--- src/rtl/ntt_ram.sv ---
// Generic simple dual-port RAM: one write port, one read port, registered read.
// Read data holds while no read is issued. No dependencies.
module ntt_ram #(
  parameter int WIDTH = 8,
  parameter int DEPTH = 16
) (
  input  logic                     clk_i,
  input  logic                     we_i,
  input  logic [$clog2(DEPTH)-1:0] waddr_i,
  input  logic [WIDTH-1:0]         wdata_i,
  input  logic                     re_i,
  input  logic [$clog2(DEPTH)-1:0] raddr_i,
  output logic [WIDTH-1:0]         rdata_o
);

  logic [WIDTH-1:0] mem_q [DEPTH];
  logic [WIDTH-1:0] rdata_q;

  always_ff @(posedge clk_i) begin
    if (we_i) begin
      mem_q[waddr_i] <= wdata_i;
    end
    if (re_i) begin
      rdata_q <= mem_q[raddr_i];
    end
  end

  assign rdata_o = rdata_q;

endmodule

--- config.mk ---
export PLATFORM = sky130hd
export DESIGN_NAME = ntt_ram
export DESIGN_NICKNAME = d
export VERILOG_FILES = /design/src/rtl/ntt_ram.sv
export SDC_FILE = /design/constraint.sdc
export NUM_CORES = 1
export LEC_CHECK = 0
export BUFFER_PORTS_ARGS = -buffer_cell sky130_fd_sc_hd__buf_2
export CAP_MARGIN = 20
export CORE_AREA = 2 2 118 120
export DETAILED_ROUTE_END_ITERATION = 16
export DIE_AREA = 0 0 120 122
export PLACE_DENSITY = 0.63
export SYNTH_ARGS = -nofsm -noshare
export SYNTH_HDL_FRONTEND = slang
export SYNTH_SLANG_ARGS = --single-unit
export TNS_END_PERCENT = 100
--- constraint.sdc ---
create_clock -name clk_i -period 3.6 [get_ports clk_i]
set_clock_uncertainty 0.1 [all_clocks]
set_input_delay 0.36 -clock clk_i [delete_from_list [all_inputs] [get_ports clk_i]]
set_output_delay 0.36 -clock clk_i [all_outputs]
set_load 0.05 [all_outputs]
== Yosys cells after proc, flatten, opt, wreduce, memory -nomap -nowiden ==
Memories as Yosys holds them, arrays and structs flattened. A register that Yosys moved wholly into a read port is not among the register bits.
Index checks and enable logic that the tools add are counted.
Cells by class
  mux-type cells: 2
Operators with widths (count)
  1-bit two-way mux: 2
Word-level totals
  flip-flop bits (word level): 0
  bits in writable memories: 128
  input bits: 19
  output and inout bits: 8
  word-level logic and storage cells: 3
  memories: 1
Memory list
  mem_q: words 16, width 8, rd ports 1, clocked after memory_dff 1, wr ports 1, line 16  | logic [WIDTH-1:0] mem_q [DEPTH];

== Depth between registers and ports, before layout ==
  word-level depth: 2
  mapped depth: 5
  depth with buffers taken out: 3

== Worst setup path after synthesis ==
Ideal clock, no wire load.
  kind: input port to flip-flop
  from: input waddr_i[2]
  to: memory mem_q[0][0], enable pin
  setup time: 0.383 ns
  data arrival time: 1.470 ns
  required time: 3.117 ns
  setup slack: 1.647 ns
  stages: 2
  path buffers: 0
  cells stage by stage: or3b_2 > nor3_1
RTL lines
  start, declared: line 9  | input logic [$clog2(DEPTH)-1:0] waddr_i,
  end, declared: line 16
No word-level cell before the write port.

==> impl_metrics.tcl <==
set metrics [dict create \
    grt_pass1_wl_um 15500 \
    max-slew-margin-rel 0.305 \
    worstPathRequired_ns 3.66 \
    floorplan.die.width_um 120 \
    count_of_max_cap_constraint_violations 0 \
    placement_rows 43 \
    number_of_antenna_violations_at_the_first_check_in_global_routing 0 \
    post_synthesis_to_final_layout_area_growth_pct 17.3 \
    detail_route.wirelength_um 10200 \
    postCtsResizedCells 0 \
    timing.setup.tns_ns 0 \
    endpoints_failing_setup 0 \
    cts_sinks 136 \
    clock_latency_on_the_worst_skew_pair_ns 0.41 \
    ys_ff_latch 136 \
    post_synth_net_total 248 \
    outcome "completed" \
    use_met2 0.230 \
    grt_pass1_vias 2542 \
    track_usage 0.153 \
    first_pass_iteration_count_of_the_detailed_router 4 \
    synth_area_sq_um 5230 \
    grtUsageMet1 0.207 \
    max_slew.worst_pin.slew_ns 1.04 \
    area_taken_by_flip_flops_and_latches_sq_um 4080 \
    cts_setup_buffers 0 \
    hold_class "in -> reg" \
    clock_tree.buffer_depth 2 \
    postCtsHoldBufs 0 \
    tritoncts "done" \
    post-route-min-period_ns 1.96 \
    total_area_of_multi_input_combinational_cells_sq_um 1060 \
    gr-usage-met3 0.0463 \
    boundaryPins 27 \
    vias 2415 \
    root_buffer "sky130_fd_sc_hd__clkbuf_16" \
    routabilityCongestion 0.724 \
    htree_num_levels 4 \
    dp_hpwl_um 6420 \
    total_leakage_power_uw 0.00201 \
    ant_nets 0 \
    cts_made_buffers 17 \
    criticalPathCategory "in -> reg" \
    fin_total_pwr_uw 3660 \
    overflow 0 \
    layout-drive-gt1-share 0.281 \
    syn-instance-count 229 \
    die_h_um 122 \
    synth.distinct_cells 18 \
    drt_iter0_drc 185 \
    antenna_cells_inserted 0 \
    drc_errors 0 \
    timing.critical_path.arrival_ns 2.01 \
    worst_setup_hold_path_clk_slew_ns 0.06 \
    crit_path_end_kind "flip-flop" \
    powerDensity_nw_per_um2 598 \
    max_freq_mhz 511 \
    final_nets 288 \
    fillers 1114 \
    ir_worst_vdd_mv 0.363 \
    cp_max_fo 17 \
    buffer_ports.inserted 26 \
    period_utilisation_layout 0.544 \
    die_area_sq_um 14600 \
    initial_utilization 0.387 \
    grt.busiest_layer "met2" \
    yosysSeqAreaShare 0.781 \
    yosysWarnings 0 \
    grt_setup_unrepaired "false" \
    grt_start_max_net_pins 33 \
    synth.avg_cell_area_sq_um 22.8 \
    startpoint_type "primary input" \
    wl_per_cell_um 22.0 \
    report.final.hold_viol_count 0 \
    core_area_sq_um 13500 \
    vias_per_cell 5.24 \
    finalMaxSlewViolations 0 \
]
[flip-flops by register name, indices dropped and copies added, names as in the netlist]
signal   cells
mem_q      128
rdata_o      8
[report_power, final]
part           switching (uW)  internal (uW)  leakage [uW]  total [uW]
registers                9.15           1790       0.00124        1790
clock network             613           1070      0.000272        1690
logic                     118           64.6      0.000504         183
total                     740           2920       0.00201        3660
[per-layer routing]
layer	wire length (um)	up-vias	part of all wire
met3	674	10	0.066
li1	-	1063	-
met1	4370	1256	0.43
met2	4990	86	0.49
met5	0	-	0
met4	117	0	0.012
[cells in the final DEF (no fill, tap or decap), drive strengths merged, types with 2 or more instances in the layout]
| cell type | n |
|---|---|
| edfxtp | 136 |
| mux4 | 32 |
| buf | 31 |
| clkbuf | 17 |
| a22oi | 16 |
| nor2 | 13 |
| nand2 | 9 |
| clkinv | 6 |
| clkinvlp | 5 |
| nor3 | 4 |
| bufinv | 3 |
| nand3b | 2 |
| nand2b | 2 |
[critical path, cell delays in order]
cell and delay [ns]:
sky130_fd_sc_hd__buf_2 0.46, sky130_fd_sc_hd__buf_12 0.26, sky130_fd_sc_hd__mux4_1 0.57, sky130_fd_sc_hd__a22oi_1 0.26, sky130_fd_sc_hd__nand2_1 0.09
[synth_stat cells]
| cell | count | share of area |
|---|---|---|
| sky130_fd_sc_hd__a22oi_1 | 16 | 0.023 |
| sky130_fd_sc_hd__and2_1 | 1 | 0.0012 |
| sky130_fd_sc_hd__and2b_1 | 1 | 0.0014 |
| sky130_fd_sc_hd__buf_2 | 3 | 0.0029 |
| sky130_fd_sc_hd__buf_4 | 1 | 0.0014 |
| sky130_fd_sc_hd__buf_6 | 3 | 0.0065 |
| sky130_fd_sc_hd__clkdlybuf4s25_2 | 3 | 0.0057 |
| sky130_fd_sc_hd__edfxtp_1 | 136 | 0.78 |
| sky130_fd_sc_hd__mux4_1 | 14 | 0.070 |
| sky130_fd_sc_hd__mux4_2 | 18 | 0.078 |
| sky130_fd_sc_hd__nand2_1 | 9 | 0.0065 |
| sky130_fd_sc_hd__nand2b_1 | 2 | 0.0024 |
| sky130_fd_sc_hd__nand3_1 | 1 | 0.00096 |
| sky130_fd_sc_hd__nand3b_1 | 2 | 0.0029 |
| sky130_fd_sc_hd__nor2_1 | 13 | 0.0093 |
| sky130_fd_sc_hd__nor2b_1 | 1 | 0.0012 |
| sky130_fd_sc_hd__nor3_1 | 4 | 0.0038 |
| sky130_fd_sc_hd__or3b_2 | 1 | 0.0017 |
[per-stage QoR]
stage | util | cells | hold slack, ns | area [sq um] | setup slack, ns
global placement | 0.411 | 430 | 0.628 | 5550 | 1.19
CTS | 0.454 | 461 | 0.199 | 6130 | 1.60
floorplan | - | 229 | 0.359 | 5230 | 1.65
global route | 0.454 | 461 | 0.204 | 6130 | 1.48
detailed placement | 0.411 | 430 | 0.635 | 5550 | 1.16
finish | 0.454 | 461 | 0.218 | 6130 | 1.64
[path summary, 6_finish.rpt]
check | from | endpoint | slack, ns | cells after the start
max | raddr_i[0] | rdata_o[5] | 1.64 | 5
min | re_i | rdata_o[0] | 0.22 | 1
max reg2reg | mem_q[2][4] | rdata_o[4] | 1.86 | 3
min reg2reg | mem_q[11][3] | rdata_o[3] | 0.65 | 3
[layout make-up]
type,count,area share
timing repair buffer,31,0.0294
clock inverter,14,0.0259
sequential,136,0.666
clock buffer,17,0.0694
multi-input combinational,83,0.172
tap,180,0.0367
[cells by family after synthesis]
group	after synthesis	share of synthesized area
flops	136	0.781
simple gates	35	0.0314
compound gates	16	0.0230
buf+inv	10	0.0165
mux	32	0.148
Note: power is estimated with default switching activity, not from simulation.
