==> src/rtl/ntt_pkg.sv <==
// Shared types, constants and helpers for the note-off timer table.
// No dependencies; every other file but ntt_ram imports this package.
package ntt_pkg;

  localparam int PORTS          = 16;
  localparam int NOTES_PER_SCAN = 64;
  localparam int CHANNELS       = 16;
  localparam int NOTES          = 128;

  localparam int TIMER_W    = 31;
  localparam int PERIOD_W   = 24;
  localparam int COUNT_W    = 12;
  localparam int SUB_SHIFT  = 11;
  localparam int DEPTH      = PORTS * CHANNELS * NOTES;
  localparam int ADDR_W     = $clog2(DEPTH);
  localparam int PORT_IDX_W = (PORTS > 1) ? $clog2(PORTS) : 1;
  localparam int SCAN_CNT_W = $clog2(NOTES_PER_SCAN + 1);
  localparam int APB_ADDR_W = 3;
  localparam int APB_DATA_W = 32;

  localparam logic [PERIOD_W-1:0] PERIOD_RESET = PERIOD_W'(2048);
  localparam logic [COUNT_W-1:0]  COUNT_MAX    = '1;
  localparam logic [6:0]          NOTE_OFF_VEL = 7'd64;
  localparam logic [0:0]          REG_PERIOD   = 1'b0;

  localparam logic [1:0] CMD_SCHED = 2'd0;
  localparam logic [1:0] CMD_IMM   = 2'd1;
  localparam logic [1:0] CMD_SCAN  = 2'd2;
  localparam logic [1:0] CMD_RSVD  = 2'd3;

  localparam logic [2:0] KIND_NOTE_OFF = 3'd0;
  localparam logic [2:0] KIND_NOTE_ON  = 3'd1;
  localparam logic [2:0] KIND_DUP      = 3'd2;
  localparam logic [2:0] KIND_IMM      = 3'd3;
  localparam logic [2:0] KIND_IGNORED  = 3'd4;

  typedef struct packed {
    logic [1:0]  cmd;
    logic [3:0]  port;
    logic [3:0]  channel;
    logic [6:0]  note;
    logic [18:0] duration;
    logic [18:0] time_offset;
    logic        note_group;
  } in_word_t;

  typedef struct packed {
    logic [2:0]  kind;
    logic [3:0]  out_port;
    logic [3:0]  out_channel;
    logic [6:0]  out_note;
    logic [6:0]  velocity;
    logic [12:0] offset_ticks;
    logic        last;
  } out_word_t;

  typedef struct packed {
    logic               we;
    logic [ADDR_W-1:0]  waddr;
    logic [TIMER_W-1:0] wdata;
    logic               re;
    logic [ADDR_W-1:0]  raddr;
  } ram_req_t;

  typedef enum logic [2:0] {
    ST_CLEAR,
    ST_IDLE,
    ST_SCHED,
    ST_IMM,
    ST_EMIT,
    ST_SCAN
  } seq_state_e;

  function automatic logic [ADDR_W-1:0] slot_addr(input logic [3:0] port,
                                                  input logic [3:0] channel,
                                                  input logic [6:0] note);
    return ADDR_W'({port, channel, note});
  endfunction

endpackage

==> src/rtl/ntt_apb.sv <==
// APB configuration register: subticks per period.
// Depends on ntt_pkg.
module ntt_apb (
  input  logic                          clk_i,
  input  logic                          rst_ni,
  input  logic                          psel,
  input  logic                          penable,
  input  logic                          pwrite,
  input  logic [ntt_pkg::APB_ADDR_W-1:0] paddr,
  input  logic [ntt_pkg::APB_DATA_W-1:0] pwdata,
  output logic [ntt_pkg::APB_DATA_W-1:0] prdata,
  output logic                          pready,
  output logic [ntt_pkg::PERIOD_W-1:0]  period_o
);
  import ntt_pkg::*;

  logic [PERIOD_W-1:0] period_q, period_d;
  logic                sel_period;

  assign sel_period = (paddr[APB_ADDR_W-1:2] == REG_PERIOD);

  always_comb begin
    period_d = period_q;
    if (psel && penable && pwrite && sel_period) begin
      period_d = pwdata[PERIOD_W-1:0];
    end
  end

  always_ff @(posedge clk_i or negedge rst_ni) begin
    if (!rst_ni) begin
      period_q <= PERIOD_RESET;
    end else begin
      period_q <= period_d;
    end
  end

  assign prdata   = sel_period ? APB_DATA_W'(period_q) : '0;
  assign pready   = 1'b1;
  assign period_o = period_q;

endmodule

==> config.mk <==
export PLATFORM = sky130hd
export DESIGN_NAME = ntt_apb
export DESIGN_NICKNAME = d
export VERILOG_FILES = /design/src/rtl/ntt_pkg.sv /design/src/rtl/ntt_apb.sv
export SDC_FILE = /design/constraint.sdc
export NUM_CORES = 1
export LEC_CHECK = 0
export ABC_CLOCK_PERIOD_IN_PS = 800
export BUFFER_PORTS_ARGS = -buffer_cell sky130_fd_sc_hd__buf_2
export CAP_MARGIN = 20
export CORE_ASPECT_RATIO = 1.5
export CORE_MARGIN = 2
export CORE_UTILIZATION = 35
export CTS_CLUSTER_SIZE = 8
export DETAILED_ROUTE_END_ITERATION = 7
export GPL_ROUTABILITY_DRIVEN = 0
export GPL_TIMING_DRIVEN = 1
export PLACE_DENSITY = 0.82
export SYNTH_ARGS = -nofsm -noshare
export SYNTH_HDL_FRONTEND = slang
export SYNTH_SLANG_ARGS = --single-unit
==> constraint.sdc <==
create_clock -name clk_i -period 0.8 [get_ports clk_i]
set_clock_uncertainty 0.2 [all_clocks]
set_input_delay 0.04 -clock clk_i [delete_from_list [all_inputs] [get_ports clk_i]]
set_output_delay 0.04 -clock clk_i [all_outputs]
set_load 0.03 [all_outputs]
# Word-level counts from Yosys, hierarchy flattened
# Index checks and enable logic that the tools add are counted.
[word_totals] wordCells=6 ff_bits=24 in_bits=40
[classes] bitwise=1 n_reduce_logical=3 n_mux=1
[ops] cell="$mux W24" count=1
[ops] cell="$logic_and A1 B1 Y1" count=3
[ops] cell="$not A1 Y1" count=1

# Logic depth before layout (Yosys ltp)
[logic_depth] word_depth=3 ltp_mapped=3

# Worst setup path after synthesis
# No wires, ideal clock.
[synth_timing] path_type="reg2out" start="register period_q[11], in the netlist period_o[11]" end="output prdata[11] (netlist name)" t_required_ns=0.560 stages_incl_launch_ff=2 slack_ns=-0.544 path_buffers=0 arrival_ns=1.104 path_cell_list="dfstp_2 -> nor2b_1"
[synth_via] elab_chain_cells=1
[synth_rtl] item="from (decl)" line_no="ntt_apb.sv:17" text="logic [PERIOD_W-1:0] period_q, period_d;"
[synth_rtl] item="from (signal assigned)" line_no="ntt_apb.sv:33" text="period_q <= period_d;"
[synth_rtl] item="$mux W24" line_no="ntt_apb.sv:37" text="assign prdata = sel_period ? APB_DATA_W'(period_q) : '0;"
[synth_rtl] item="to (decl)" line_no="ntt_apb.sv:11" text="output logic [ntt_pkg::APB_DATA_W-1:0] prdata,"
# Every way passes these cells.

# Worst setup path in the final report
# Same ends and word-level chain as after synthesis.

==> flow_metrics.py <==
metrics = {
    "grt": {
        "gr-usage-all-layers_pct": 17.0,
        "grt-busiest-layer": "met2",
        "use_met2_pct": 32.8,
        "grt_util_met1_pct": 16.5,
        "grt_max_degree": 25,
        "antenna_found_initial": 0,
        "grt_pass1_vias": 1073,
        "grt-ovfl-total": 0,
        "grt_pass1_wl_um": 5100,
        "grt_util_met3_pct": 3.73,
    },
    "worst_setup_path": {
        "crit_buf_inv": 1,
        "path_class": "register to output pin",
        "start_kind": "register",
        "critPathLaunch": "period_o[11]",
        "r2r-end": "period_o[9]",
        "worst_setup_path_end_kind": "output pin",
        "cp_max_fo": 3,
        "max_stage_delay_ps": 550,
        "rrSetupSlack_ps": -310,
        "rr_startpoint": "period_o[9]",
        "worstPathRequired_ps": 560,
        "arrival_ps": 1070,
        "r2r_cells": 2,
        "critical_path.cell_chain": "nor2b_4 -> buf_6",
        "cp_top_family": "flip-flops",
        "cp_slowest_cell": "dfstp_2",
    },
    "sta": {
        "setup_violations": 72,
        "setup_ws_ps": -513,
        "slew_violations": 0,
        "period_minus_slack_ps": 1310,
        "fin_crit_sh_pct": 164,
        "max_clock_freq_mhz": 762,
        "rsz0062_at_grt": "yes",
        "hold_slack_ps": -200,
        "hold_violations": 29,
        "tns_ps": -22460,
    },
    "floorplan": {
        "start_util_pct": 36.3,
        "dieArea_sq_um": 4010,
        "die_x_um": 52.4,
        "fp.coreArea_sq_um": 3380,
        "core.rowCount": 26,
        "io_pins": 97,
        "die_h_um": 76.6,
    },
    "routing": {
        "num_vias": 980,
        "drc_errors": 0,
        "wl_per_cell_um": 14.9,
        "via_per_inst": 4.41,
        "drt_iter0_drc": 8,
        "postRouteWirelength_um": 3300,
        "postRouteAntennaNets": 0,
        "firstDrtPassIters": 3,
    },
    "pwr": {
        "ir_drop_mv": 1.61,
        "p_int_uw": 3710,
        "switching_power_uw": 2090,
        "power_density_nw_per_um2": 2440,
        "combPwrFrac_pct": 54.5,
        "p_leak_uw": 0.00124,
        "swShare_pct": 36.1,
        "clockPowerShare_pct": 13.9,
        "power_frac_seq_pct": 31.5,
    },
    "cts": {
        "clkSlewWorstSetupHoldPaths_ps": 80,
        "cts.sinks": 24,
        "ctsHoldBuffers": 1,
        "cts_tree": "built",
        "cts-root-buf": "clkbuf_8",
        "clock_path_buffers": 2,
        "clk_latency_ps": 260,
        "cts_made_buffers": 3,
        "h-tree-depth": 1,
    },
    "status": {
        "status": "finished with violations",
        "violations": "negative hold slack, negative setup slack",
    },
    "layout": {
        "fin_cells": 222,
        "post-route-util_pct": 70.2,
        "final_common_cell": "buf_6",
        "syn2layout_area_growth_pct": 93.4,
        "fin_nets": 221,
        "finalInstanceArea_sq_um": 2380,
        "largest_reg_flops": 24,
        "final_cell_mix": "buf_6, buf_2, mux2_4",
        "drive_above_1_share_pct": 94.4,
        "num_antenna_cells": 0,
    },
    "synth": {
        "synth_area_leaders": "dfrtp_1, mux2_4, nor2b_1",
        "netlist_area_sq_um": 1230,
        "synth_cell_types": 11,
        "yosys_warnings": 0,
        "yosys.area.top_type": "dfrtp_1",
        "synth_top_area_share_pct": 46.8,
        "synth-seq-area-share_pct": 49.0,
        "synth_seq_cells": 24,
        "syn_area_per_cell_sq_um": 14.0,
        "syn_inst": 88,
    },
    "worst_hold_path": {
        "min_from": "pwdata[19]",
        "hold_path_end": "period_o[19]",
        "whs_path_depth": 2,
        "hold_class": "input port to register",
    },
    "placed_design": {
        "place_ws_ps": -370,
        "place_inst": 208,
        "dpl_cell_area_sq_um": 1910,
        "port_buffers": 77,
        "post-dp-hpwl_um": 2320,
    },
    "job": {
        "maxCapViolCount": 0,
    },
}
## through the flow
step | hold WS, ps | total power (uW)
floorplan | -456 | 3520
finish | -200 | 5810
CTS | -205 | 5770
global placement | -305 | 4110
detailed placement | -301 | 4170
global route | -214 | 6070
## layer usage
| layer | share of wire [%] | up-vias |
|---|---|---|
| met5 | 0 | - |
| met4 | 0.94 | 0 |
| met3 | 6.0 | 2 |
| met2 | 61 | 46 |
| met1 | 32 | 481 |
| li1 | - | 451 |
## power by group through the flow
stage | Sequential [uW] | Clock (uW) | Combinational (uW)
floorplan | 2300 | 0 | 1220
CTS | 1820 | 829 | 3120
global placement | 1770 | 0 | 2340
detailed placement | 1780 | 0 | 2390
finish | 1830 | 809 | 3170
global route | 1870 | 901 | 3300
## Yosys cell counts
cell type	n
dfrtp_1	23
nor2b_1	22
mux2_4	20
buf_4	9
mux2_2	4
and2b_1	2
buf_6	2
clkbuf_1	2
conb_1	2
dfstp_2	1
nand4b_4	1
## repair_timing
item,CTS,global route
gates resized for setup,102,4
setup endpoints to repair,72,72
buffers inserted,7,2
hold endpoints to repair,48,29
## how the worst max path moves through the flow
stage / to / slack, ps / cells past startpoint
final: prdata[11] / -510 / 2
after global placement: period_o[16] / -330 / 4
after floorplan: prdata[11] / -320 / 1
after detailed placement: period_o[22] / -370 / 4
after CTS: prdata[11] / -520 / 2
after global routing: prdata[11] / -560 / 2
## cell families (layout without fill, tap and decap cells)
| group | count (synthesis) | count (layout) | synth area share [%] |
|---|---|---|---|
| buffers and inverters | 13 | 98 | 7.94 |
| DFF | 24 | 24 | 49.0 |
| muxes | 24 | 24 | 28.1 |
| other | 2 | 9 | 0.611 |
| and+or+nand+nor | 25 | 25 | 14.4 |
## layout make-up
class	count	area, sq um
sequential	24	631
fill	211	1010
timing repair buffer	94	900
clock buffer	4	55.1
tap	42	52.6
multi-input combinational	58	738
## worst reg2reg max path: cells and delay by family (launching register included)
kind	cells	cell delay, ps
muxes	1	250
buffers and inverters	1	120
DFF	1	430
Power figures use the tool's default switching activity.
