--- config.mk ---
export PLATFORM = sky130hd
export DESIGN_NAME = ntt_seq
export DESIGN_NICKNAME = d
export VERILOG_FILES = /design/src/rtl/ntt_pkg.sv /design/src/rtl/ntt_seq.sv
export SDC_FILE = /design/constraint.sdc
export NUM_CORES = 1
export LEC_CHECK = 0
export BUFFER_PORTS_ARGS = -buffer_cell sky130_fd_sc_hd__buf_2
export CORE_AREA = 2 2 193 195
export DETAILED_ROUTE_END_ITERATION = 8
export DIE_AREA = 0 0 195 197
export PLACE_DENSITY = 0.73
export SLEW_MARGIN = 10
export SYNTH_ARGS = -nofsm -noshare
export SYNTH_HDL_FRONTEND = slang
export SYNTH_SLANG_ARGS = --single-unit
--- constraint.sdc ---
create_clock -name clk_i -period 10.1 [get_ports clk_i]
set_clock_uncertainty 0.05 [all_clocks]
set_input_delay 2.02 -clock clk_i [delete_from_list [all_inputs] [get_ports clk_i]]
set_output_delay 2.02 -clock clk_i [all_outputs]
set_load 0.01 [all_outputs]
--- src/rtl/ntt_pkg.sv ---
// Shared types, constants and helpers for the note-off timer table.
// No dependencies; every other file but ntt_ram imports this package.
package ntt_pkg;

  localparam int PORTS          = 16;
  localparam int NOTES_PER_SCAN = 64;
  localparam int CHANNELS       = 16;
  localparam int NOTES          = 128;

  localparam int TIMER_W    = 31;
  localparam int PERIOD_W   = 24;
  localparam int COUNT_W    = 12;
  localparam int SUB_SHIFT  = 11;
  localparam int DEPTH      = PORTS * CHANNELS * NOTES;
  localparam int ADDR_W     = $clog2(DEPTH);
  localparam int PORT_IDX_W = (PORTS > 1) ? $clog2(PORTS) : 1;
  localparam int SCAN_CNT_W = $clog2(NOTES_PER_SCAN + 1);
  localparam int APB_ADDR_W = 3;
  localparam int APB_DATA_W = 32;

  localparam logic [PERIOD_W-1:0] PERIOD_RESET = PERIOD_W'(2048);
  localparam logic [COUNT_W-1:0]  COUNT_MAX    = '1;
  localparam logic [6:0]          NOTE_OFF_VEL = 7'd64;
  localparam logic [0:0]          REG_PERIOD   = 1'b0;

  localparam logic [1:0] CMD_SCHED = 2'd0;
  localparam logic [1:0] CMD_IMM   = 2'd1;
  localparam logic [1:0] CMD_SCAN  = 2'd2;
  localparam logic [1:0] CMD_RSVD  = 2'd3;

  localparam logic [2:0] KIND_NOTE_OFF = 3'd0;
  localparam logic [2:0] KIND_NOTE_ON  = 3'd1;
  localparam logic [2:0] KIND_DUP      = 3'd2;
  localparam logic [2:0] KIND_IMM      = 3'd3;
  localparam logic [2:0] KIND_IGNORED  = 3'd4;

  typedef struct packed {
    logic [1:0]  cmd;
    logic [3:0]  port;
    logic [3:0]  channel;
    logic [6:0]  note;
    logic [18:0] duration;
    logic [18:0] time_offset;
    logic        note_group;
  } in_word_t;

  typedef struct packed {
    logic [2:0]  kind;
    logic [3:0]  out_port;
    logic [3:0]  out_channel;
    logic [6:0]  out_note;
    logic [6:0]  velocity;
    logic [12:0] offset_ticks;
    logic        last;
  } out_word_t;

  typedef struct packed {
    logic               we;
    logic [ADDR_W-1:0]  waddr;
    logic [TIMER_W-1:0] wdata;
    logic               re;
    logic [ADDR_W-1:0]  raddr;
  } ram_req_t;

  typedef enum logic [2:0] {
    ST_CLEAR,
    ST_IDLE,
    ST_SCHED,
    ST_IMM,
    ST_EMIT,
    ST_SCAN
  } seq_state_e;

  function automatic logic [ADDR_W-1:0] slot_addr(input logic [3:0] port,
                                                  input logic [3:0] channel,
                                                  input logic [6:0] note);
    return ADDR_W'({port, channel, note});
  endfunction

endpackage

--- src/rtl/ntt_seq.sv ---
// Sequencer: memory clear, note-on read-modify-write, scan loop, port counts,
// pending note-off hold and output register. Depends on ntt_pkg.
module ntt_seq (
  input  logic                         clk_i,
  input  logic                         rst_ni,
  input  logic                         in_valid_i,
  output logic                         in_ready_o,
  input  ntt_pkg::in_word_t            in_data_i,
  output logic                         out_valid_o,
  input  logic                         out_ready_i,
  output ntt_pkg::out_word_t           out_data_o,
  input  logic [ntt_pkg::PERIOD_W-1:0] period_i,
  output ntt_pkg::ram_req_t            ram_req_o,
  input  logic [ntt_pkg::TIMER_W-1:0]  ram_rdata_i
);
  import ntt_pkg::*;

  seq_state_e state_q, state_d;
  in_word_t   item_q, item_d;
  out_word_t  out_q, out_d, hold_q, hold_d;
  logic       out_valid_q, out_valid_d, hold_valid_q, hold_valid_d;
  logic       p_valid_q, p_valid_d;
  logic [6:0] p_note_q, p_note_d;
  logic [7:0] iss_note_q, iss_note_d;
  logic [SCAN_CNT_W-1:0] iss_cnt_q, iss_cnt_d;
  logic [ADDR_W-1:0]     clr_addr_q, clr_addr_d;
  logic [COUNT_W-1:0]    counts_q [PORTS];
  logic [COUNT_W-1:0]    cur_count;

  logic [PORT_IDX_W-1:0] item_idx, in_idx;
  logic                  in_port_ok, item_port_ok;
  logic                  out_free, cnt_inc, cnt_dec;
  logic                  live, expire, stall, issue_done;
  logic [TIMER_W-1:0]    period_ext;
  logic [19:0]           sched_ticks;
  out_word_t             echo_word;

  assign in_idx       = PORT_IDX_W'(in_data_i.port);
  assign item_idx     = PORT_IDX_W'(item_q.port);
  assign in_port_ok   = (32'(in_data_i.port) < PORTS);
  assign item_port_ok = (32'(item_q.port) < PORTS);
  assign cur_count    = counts_q[item_idx];
  assign out_free     = !out_valid_q || out_ready_i;
  assign period_ext   = TIMER_W'(period_i);
  assign sched_ticks  = 20'(item_q.duration) + 20'(item_q.time_offset);

  assign live       = p_valid_q && (ram_rdata_i != '0);
  assign expire     = live && (ram_rdata_i <= period_ext);
  assign stall      = expire && hold_valid_q && !out_free;
  assign issue_done = (iss_cnt_q == SCAN_CNT_W'(NOTES_PER_SCAN)) || iss_note_q[7];

  always_comb begin
    echo_word              = '0;
    echo_word.out_port     = item_q.port;
    echo_word.out_channel  = item_q.channel;
    echo_word.out_note     = item_q.note;
    echo_word.last         = 1'b1;
  end

  always_comb begin
    state_d      = state_q;
    item_d       = item_q;
    out_d        = out_q;
    out_valid_d  = out_valid_q && !out_ready_i;
    hold_d       = hold_q;
    hold_valid_d = hold_valid_q;
    p_valid_d    = p_valid_q;
    p_note_d     = p_note_q;
    iss_note_d   = iss_note_q;
    iss_cnt_d    = iss_cnt_q;
    clr_addr_d   = clr_addr_q;
    cnt_inc      = 1'b0;
    cnt_dec      = 1'b0;
    in_ready_o   = 1'b0;
    ram_req_o    = '0;

    unique case (state_q)
      ST_CLEAR: begin
        ram_req_o.we    = 1'b1;
        ram_req_o.waddr = clr_addr_q;
        clr_addr_d      = clr_addr_q + 1'b1;
        if (clr_addr_q == ADDR_W'(DEPTH - 1)) begin
          state_d = ST_IDLE;
        end
      end

      ST_IDLE: begin
        in_ready_o = 1'b1;
        if (in_valid_i) begin
          item_d = in_data_i;
          if (in_data_i.cmd == CMD_SCAN) begin
            if (in_port_ok && (counts_q[in_idx] != '0)) begin
              state_d    = ST_SCAN;
              iss_note_d = in_data_i.note_group ? 8'(NOTES_PER_SCAN) : 8'd0;
              iss_cnt_d  = '0;
              p_valid_d  = 1'b0;
            end
          end else if ((in_data_i.cmd == CMD_RSVD) || !in_port_ok ||
                       ((in_data_i.cmd == CMD_SCHED) && (in_data_i.duration == '0))) begin
            state_d = ST_EMIT;
          end else if (in_data_i.cmd == CMD_IMM) begin
            state_d = ST_IMM;
          end else begin
            state_d         = ST_SCHED;
            ram_req_o.re    = 1'b1;
            ram_req_o.raddr = slot_addr(in_data_i.port, in_data_i.channel, in_data_i.note);
          end
        end
      end

      ST_SCHED: begin
        if (out_free) begin
          out_d       = echo_word;
          out_valid_d = 1'b1;
          state_d     = ST_IDLE;
          if (ram_rdata_i > period_ext) begin
            out_d.kind = KIND_DUP;
          end else begin
            out_d.kind      = KIND_NOTE_ON;
            ram_req_o.we    = 1'b1;
            ram_req_o.waddr = slot_addr(item_q.port, item_q.channel, item_q.note);
            ram_req_o.wdata = {sched_ticks, 11'd0};
            cnt_inc         = 1'b1;
          end
        end
      end

      ST_IMM: begin
        if (out_free) begin
          out_d           = echo_word;
          out_d.kind      = KIND_IMM;
          out_valid_d     = 1'b1;
          ram_req_o.we    = 1'b1;
          ram_req_o.waddr = slot_addr(item_q.port, item_q.channel, item_q.note);
          ram_req_o.wdata = TIMER_W'({item_q.time_offset, 11'd0});
          cnt_inc         = 1'b1;
          state_d         = ST_IDLE;
        end
      end

      ST_EMIT: begin
        if (out_free) begin
          out_d       = echo_word;
          out_d.kind  = KIND_IGNORED;
          out_valid_d = 1'b1;
          state_d     = ST_IDLE;
        end
      end

      ST_SCAN: begin
        if (live && !stall) begin
          ram_req_o.we    = 1'b1;
          ram_req_o.waddr = slot_addr(item_q.port, item_q.channel, p_note_q);
          ram_req_o.wdata = expire ? '0 : (ram_rdata_i - period_ext);
          if (expire) begin
            cnt_dec = 1'b1;
            if (hold_valid_q) begin
              out_d       = hold_q;
              out_valid_d = 1'b1;
            end
            hold_d              = '0;
            hold_d.kind         = KIND_NOTE_OFF;
            hold_d.out_port     = item_q.port;
            hold_d.out_channel  = item_q.channel;
            hold_d.out_note     = p_note_q;
            hold_d.velocity     = NOTE_OFF_VEL;
            hold_d.offset_ticks = ram_rdata_i[SUB_SHIFT +: 13];
            hold_valid_d        = 1'b1;
          end
        end
        if (!stall) begin
          if (!issue_done) begin
            ram_req_o.re    = 1'b1;
            ram_req_o.raddr = slot_addr(item_q.port, item_q.channel, iss_note_q[6:0]);
            iss_note_d      = iss_note_q + 1'b1;
            iss_cnt_d       = iss_cnt_q + 1'b1;
            p_valid_d       = 1'b1;
            p_note_d        = iss_note_q[6:0];
          end else begin
            p_valid_d = 1'b0;
          end
        end
        if (issue_done && !p_valid_q) begin
          if (!hold_valid_q) begin
            state_d = ST_IDLE;
          end else if (out_free) begin
            out_d        = hold_q;
            out_d.last   = 1'b1;
            out_valid_d  = 1'b1;
            hold_valid_d = 1'b0;
            state_d      = ST_IDLE;
          end
        end
      end

      default: state_d = ST_IDLE;
    endcase
  end

  always_ff @(posedge clk_i or negedge rst_ni) begin
    if (!rst_ni) begin
      state_q      <= ST_CLEAR;
      out_valid_q  <= 1'b0;
      hold_valid_q <= 1'b0;
      p_valid_q    <= 1'b0;
      iss_note_q   <= '0;
      iss_cnt_q    <= '0;
      clr_addr_q   <= '0;
      for (int i = 0; i < PORTS; i++) begin
        counts_q[i] <= '0;
      end
    end else begin
      state_q      <= state_d;
      out_valid_q  <= out_valid_d;
      hold_valid_q <= hold_valid_d;
      p_valid_q    <= p_valid_d;
      iss_note_q   <= iss_note_d;
      iss_cnt_q    <= iss_cnt_d;
      clr_addr_q   <= clr_addr_d;
      if (item_port_ok) begin
        if (cnt_inc && (cur_count != COUNT_MAX)) begin
          counts_q[item_idx] <= cur_count + 1'b1;
        end else if (cnt_dec && (cur_count != '0)) begin
          counts_q[item_idx] <= cur_count - 1'b1;
        end
      end
    end
  end

  always_ff @(posedge clk_i) begin
    item_q   <= item_d;
    out_q    <= out_d;
    hold_q   <= hold_d;
    p_note_q <= p_note_d;
  end

  assign out_valid_o = out_valid_q;
  assign out_data_o  = out_q;

endmodule

# Yosys cells after proc, flatten, opt, wreduce, memory -nomap -nowiden
# Cells that the tools add are included.
# word_totals
regBits,355
in_bits,115
out_inout_bits,104
word_cells,201
# classes
addsub,7
magnitude_cmp,5
eq_ne,22
n_mux,87
bitwise,4
reduce_logical,36
# ops
cell,n
bitwise mux 192 bit,2
two-way mux 192 bit,2
two-way mux 39 bit,9
two-way mux 47 bit,4
case mux 39 bit (4 select lines),1
binary-select mux 12 bit (select 4 bit),2
two-way mux 16 bit,6
case mux 31 bit (3 select lines),1
case mux 16 bit (4 select lines),1
two-way mux 12 bit,5
demux 12 bit (select 4 bit),1
two-way mux 7 bit,6
two-way mux 8 bit,5
case mux 16 bit (2 select lines),1
greater-than comparator 31 x 24 -> 1 bit,1
<= comparator 31 x 24 -> 1 bit,1
two-way mux 31 bit,1
nonzero test 31 bit,1
subtractor 31 x 24 -> 31 bit,1
two-way mux 1 bit,25
two-way mux 3 bit,8
nonzero test 12 bit,2
adder 19 x 19 -> 20 bit,1
!= test 2 bit (second input constant),10
37 further kinds,64

# Depth between registers and ports, before layout
# logic_depth
depth_word,12
ltp_mapped,20
depth_no_buf,14

# Worst setup path after synthesis
# Ideal clock, no wire load.
# synth_timing
path_type,input to output
startpoint,in period_i[2] in the netlist's numbering
endpoint,out ram_req_o[62] in the netlist's numbering
arrival_time_ns,4.971
required_time_ns,8.030
slack_ns,3.059
path_stages,14
n_path_buf,2
cell_sequence,inv_1 -> ha_1 -> o211ai_1 -> a21oi_1 -> a2111oi_0 -> o21ai_1 -> a2111oi_2 -> nor2_1 -> or2_1 -> and2_1 -> clkbuf_1 -> o22a_1 -> clkbuf_1 -> or2_1
# synth_rtl
element,line_no,rtl
start: declaration,ntt_seq.sv:12,"input logic [ntt_pkg::PERIOD_W-1:0] period_i,"
end: declaration,ntt_seq.sv:13,"output ntt_pkg::ram_req_t ram_req_o,"

==> results.txt <==
status: finished clean
gr usage total: 27.41%
setup total negative slack: 0 ps
Post-synth ARST share: 64.23%
number of global-route vias before repair: 14590
crit start category: input port
Worst Setup Path Type: in2out
DP Cell Count: 2231
pwr dens: 143.0 mW/mm^2
type of the worst min-delay path: reg2reg
peak supply drop: 0.0001070 V
RR Startpoint: item_idx[0]
post-CTS setup buffer count: 0
Congestion Overflow GR: 0
Syn. warnings: 0
number of port buffers: 218
DR iter-0 viols: 1157
relative slew slack: 20.32%
Initial Util: 53.61%
final WL: 52.76 mm
initial antenna violation count: 7
FF-to-FF path depth: 14
detailed placer's ending HPWL: 37.68 mm
Final Hold Viols: 0
fmax: 0.1249 GHz
r2r endpoint: counts_q[102]
Critical Path Fanout Max: 27
worst-margin pin slew: 1190 ps
hold buffers post-CTS: 0
RSZ-0062 raised after global routing: false
Worst setup startpoint: period_i[2]
IO Pins: 219
CP endpoint: ram_req_o[42]
DR DRC count: 0
final antenna-violating net count: 0
flop2flop setup slack: 4300 ps
Yosys top cell area share: 29.35%
clock root cell: clkbuf_16
CTS Buf Count: 39
post-synthesis sequential area ratio: 48.97%
CTS tree: yes
ys flop type: dfrtp_1
post_cts resized: 0
WL/cell: 22.86 um
Synth cell types: 86
Leak: 10.11 nW
Nets: 1972
row count: 70
EDFF count, synth: 127
clock-pin slew on the worst setup and hold paths: 60 ps
via count: 14440
Cell Area, Synth: 0.01944 mm^2
DR vias/cell: 6.255
Max-Cap Viols: 0
layout cells sized above 1: 29.30%
CTS sink count: 355
min Tclk post-route: 8005 ps
first-pass GRT wire length: 81.99 mm
Avg Cell Area, Syn: 12.09 um^2
synth top area cells: dfrtp_1, edfxtp_1, mux2_2
worst skew pair latency: 550 ps
critical path arrival: 5930 ps
area leader, netlist: dfrtp_1
crit end category: output pin
largest net degree at the start of global routing: 88
CTS H-tree depth: 2
clk buf depth: 3
Max Slew Vio Count: 0
Req. time, crit path: 8030 ps
Area Growth Syn to Fin: 13.55%
setup violators final: 0
full die area: 0.03842 mm^2
Layout Cells excl Fill: 2308
most numerous cell in the Yosys netlist: dfrtp_1
DR pass1 iterations: 6
Seq cells post-synth: 355
Synth Instances: 1608
core area: 0.03626 mm^2
Die Ht: 197 um
most instantiated cells after synthesis: dfrtp_1, mux2_2, edfxtp_1, nand2_1, a21oi_1
routability cong.: 0.9855
syn nets: 1776
fin crit share: 79.26%
Die X: 195 um
report_power, final:
| part | switching [W] | total, W | internal, W |
|---|---|---|---|
| sequential | 0.00000657 | 0.00150 | 0.00150 |
| combinational | 0.000143 | 0.000236 | 0.0000922 |
| clock | 0.000577 | 0.00142 | 0.000839 |
stage by stage:
step	instance area, um^2	utilization (%)	setup WS [ps]	power, W	hold slack (ps)
finish	22070	60.88	2095	0.003157	404.1
global placement	20780	57.31	2339	0.001763	381.6
detailed placement	20780	57.31	2175	0.001765	388.7
floorplan	19440	-	3059	0.001653	369.6
CTS	22060	60.83	2161	0.003183	403.4
global route	22070	60.86	1737	0.003258	414.0
cell type report:
class / count / area (um^2)
antenna: 7 / 17.52
tap: 468 / 585.6
sequential: 355 / 9519
inverter: 56 / 210.2
fill: 2849 / 14190
timing repair buffer: 240 / 1266
clock buffer: 56 / 1101
clock inverter: 14 / 175.2
multi-input combinational: 1112 / 9199
worst min path at each step:
stage	from	end	slack (ps)	depth (start not counted)
after global placement	p_note_q[2]	hold_q[23]	380	0
after floorplan	iss_note_q[3]	p_note_q[3]	370	0
after global routing	p_note_q[3]	hold_q[24]	410	0
final	p_note_q[3]	hold_q[24]	400	0
after detailed placement	p_note_q[3]	hold_q[24]	390	0
after CTS	p_note_q[6]	hold_q[27]	400	0
layout by cell type (no fill, tap or decap), types with 51 or more instances in the layout:
| cell | count |
|---|---|
| dfrtp_1 | 228 |
| buf_2 | 217 |
| mux2_2 | 166 |
| edfxtp_1 | 127 |
| nand2_1 | 125 |
| a21oi_1 | 78 |
| nor2_1 | 75 |
| o21ai_0 | 61 |
| inv_1 | 56 |
| ha_1 | 51 |
per-layer routing:
layer | vias to the layer above | global-route usage, % | share of wire [%]
li1 | 6474 | - | -
met1 | 7196 | 35.77 | 41
met2 | 631 | 44.58 | 47
met3 | 131 | 5.510 | 7.6
met4 | 4 | 12.41 | 4.2
met5 | - | 0 | 0.049
state kept, by name (all words and copies together), names as in the netlist, 3 cells and up:
register,count
clr_addr_q,15
counts_q,192
echo_word,11
hold_q,28
iss_cnt_q,7
iss_note_q,8
item_idx,4
item_q,38
out_data_o,39
p_note_q,7
state_q,3
critical path, stage by stage:
cell       delay [ps]
buf_2              90
inv_1              40
ha_1              360
o211ai_1          120
a21oi_1           200
a2111oi_0         110
o21ai_1           410
a2111oi_2         190
nor2_1            800
nand2_1           810
o21ai_0           570
buf_2             210
cell families (layout without fill, tap and decap cells):
kind of cell | after synthesis | after routing | share of synthesized area [%]
fa+ha+maj | 53 | 53 | 3.488
simple gates | 428 | 428 | 11.33
compound gates | 291 | 291 | 10.03
mux | 272 | 272 | 19.03
xor+xnor | 68 | 68 | 3.180
other cells | 0 | 7 | 0
flops | 355 | 355 | 48.97
buf+inv | 141 | 366 | 3.978
No activity file was read; power rests on OpenSTA's default activity.
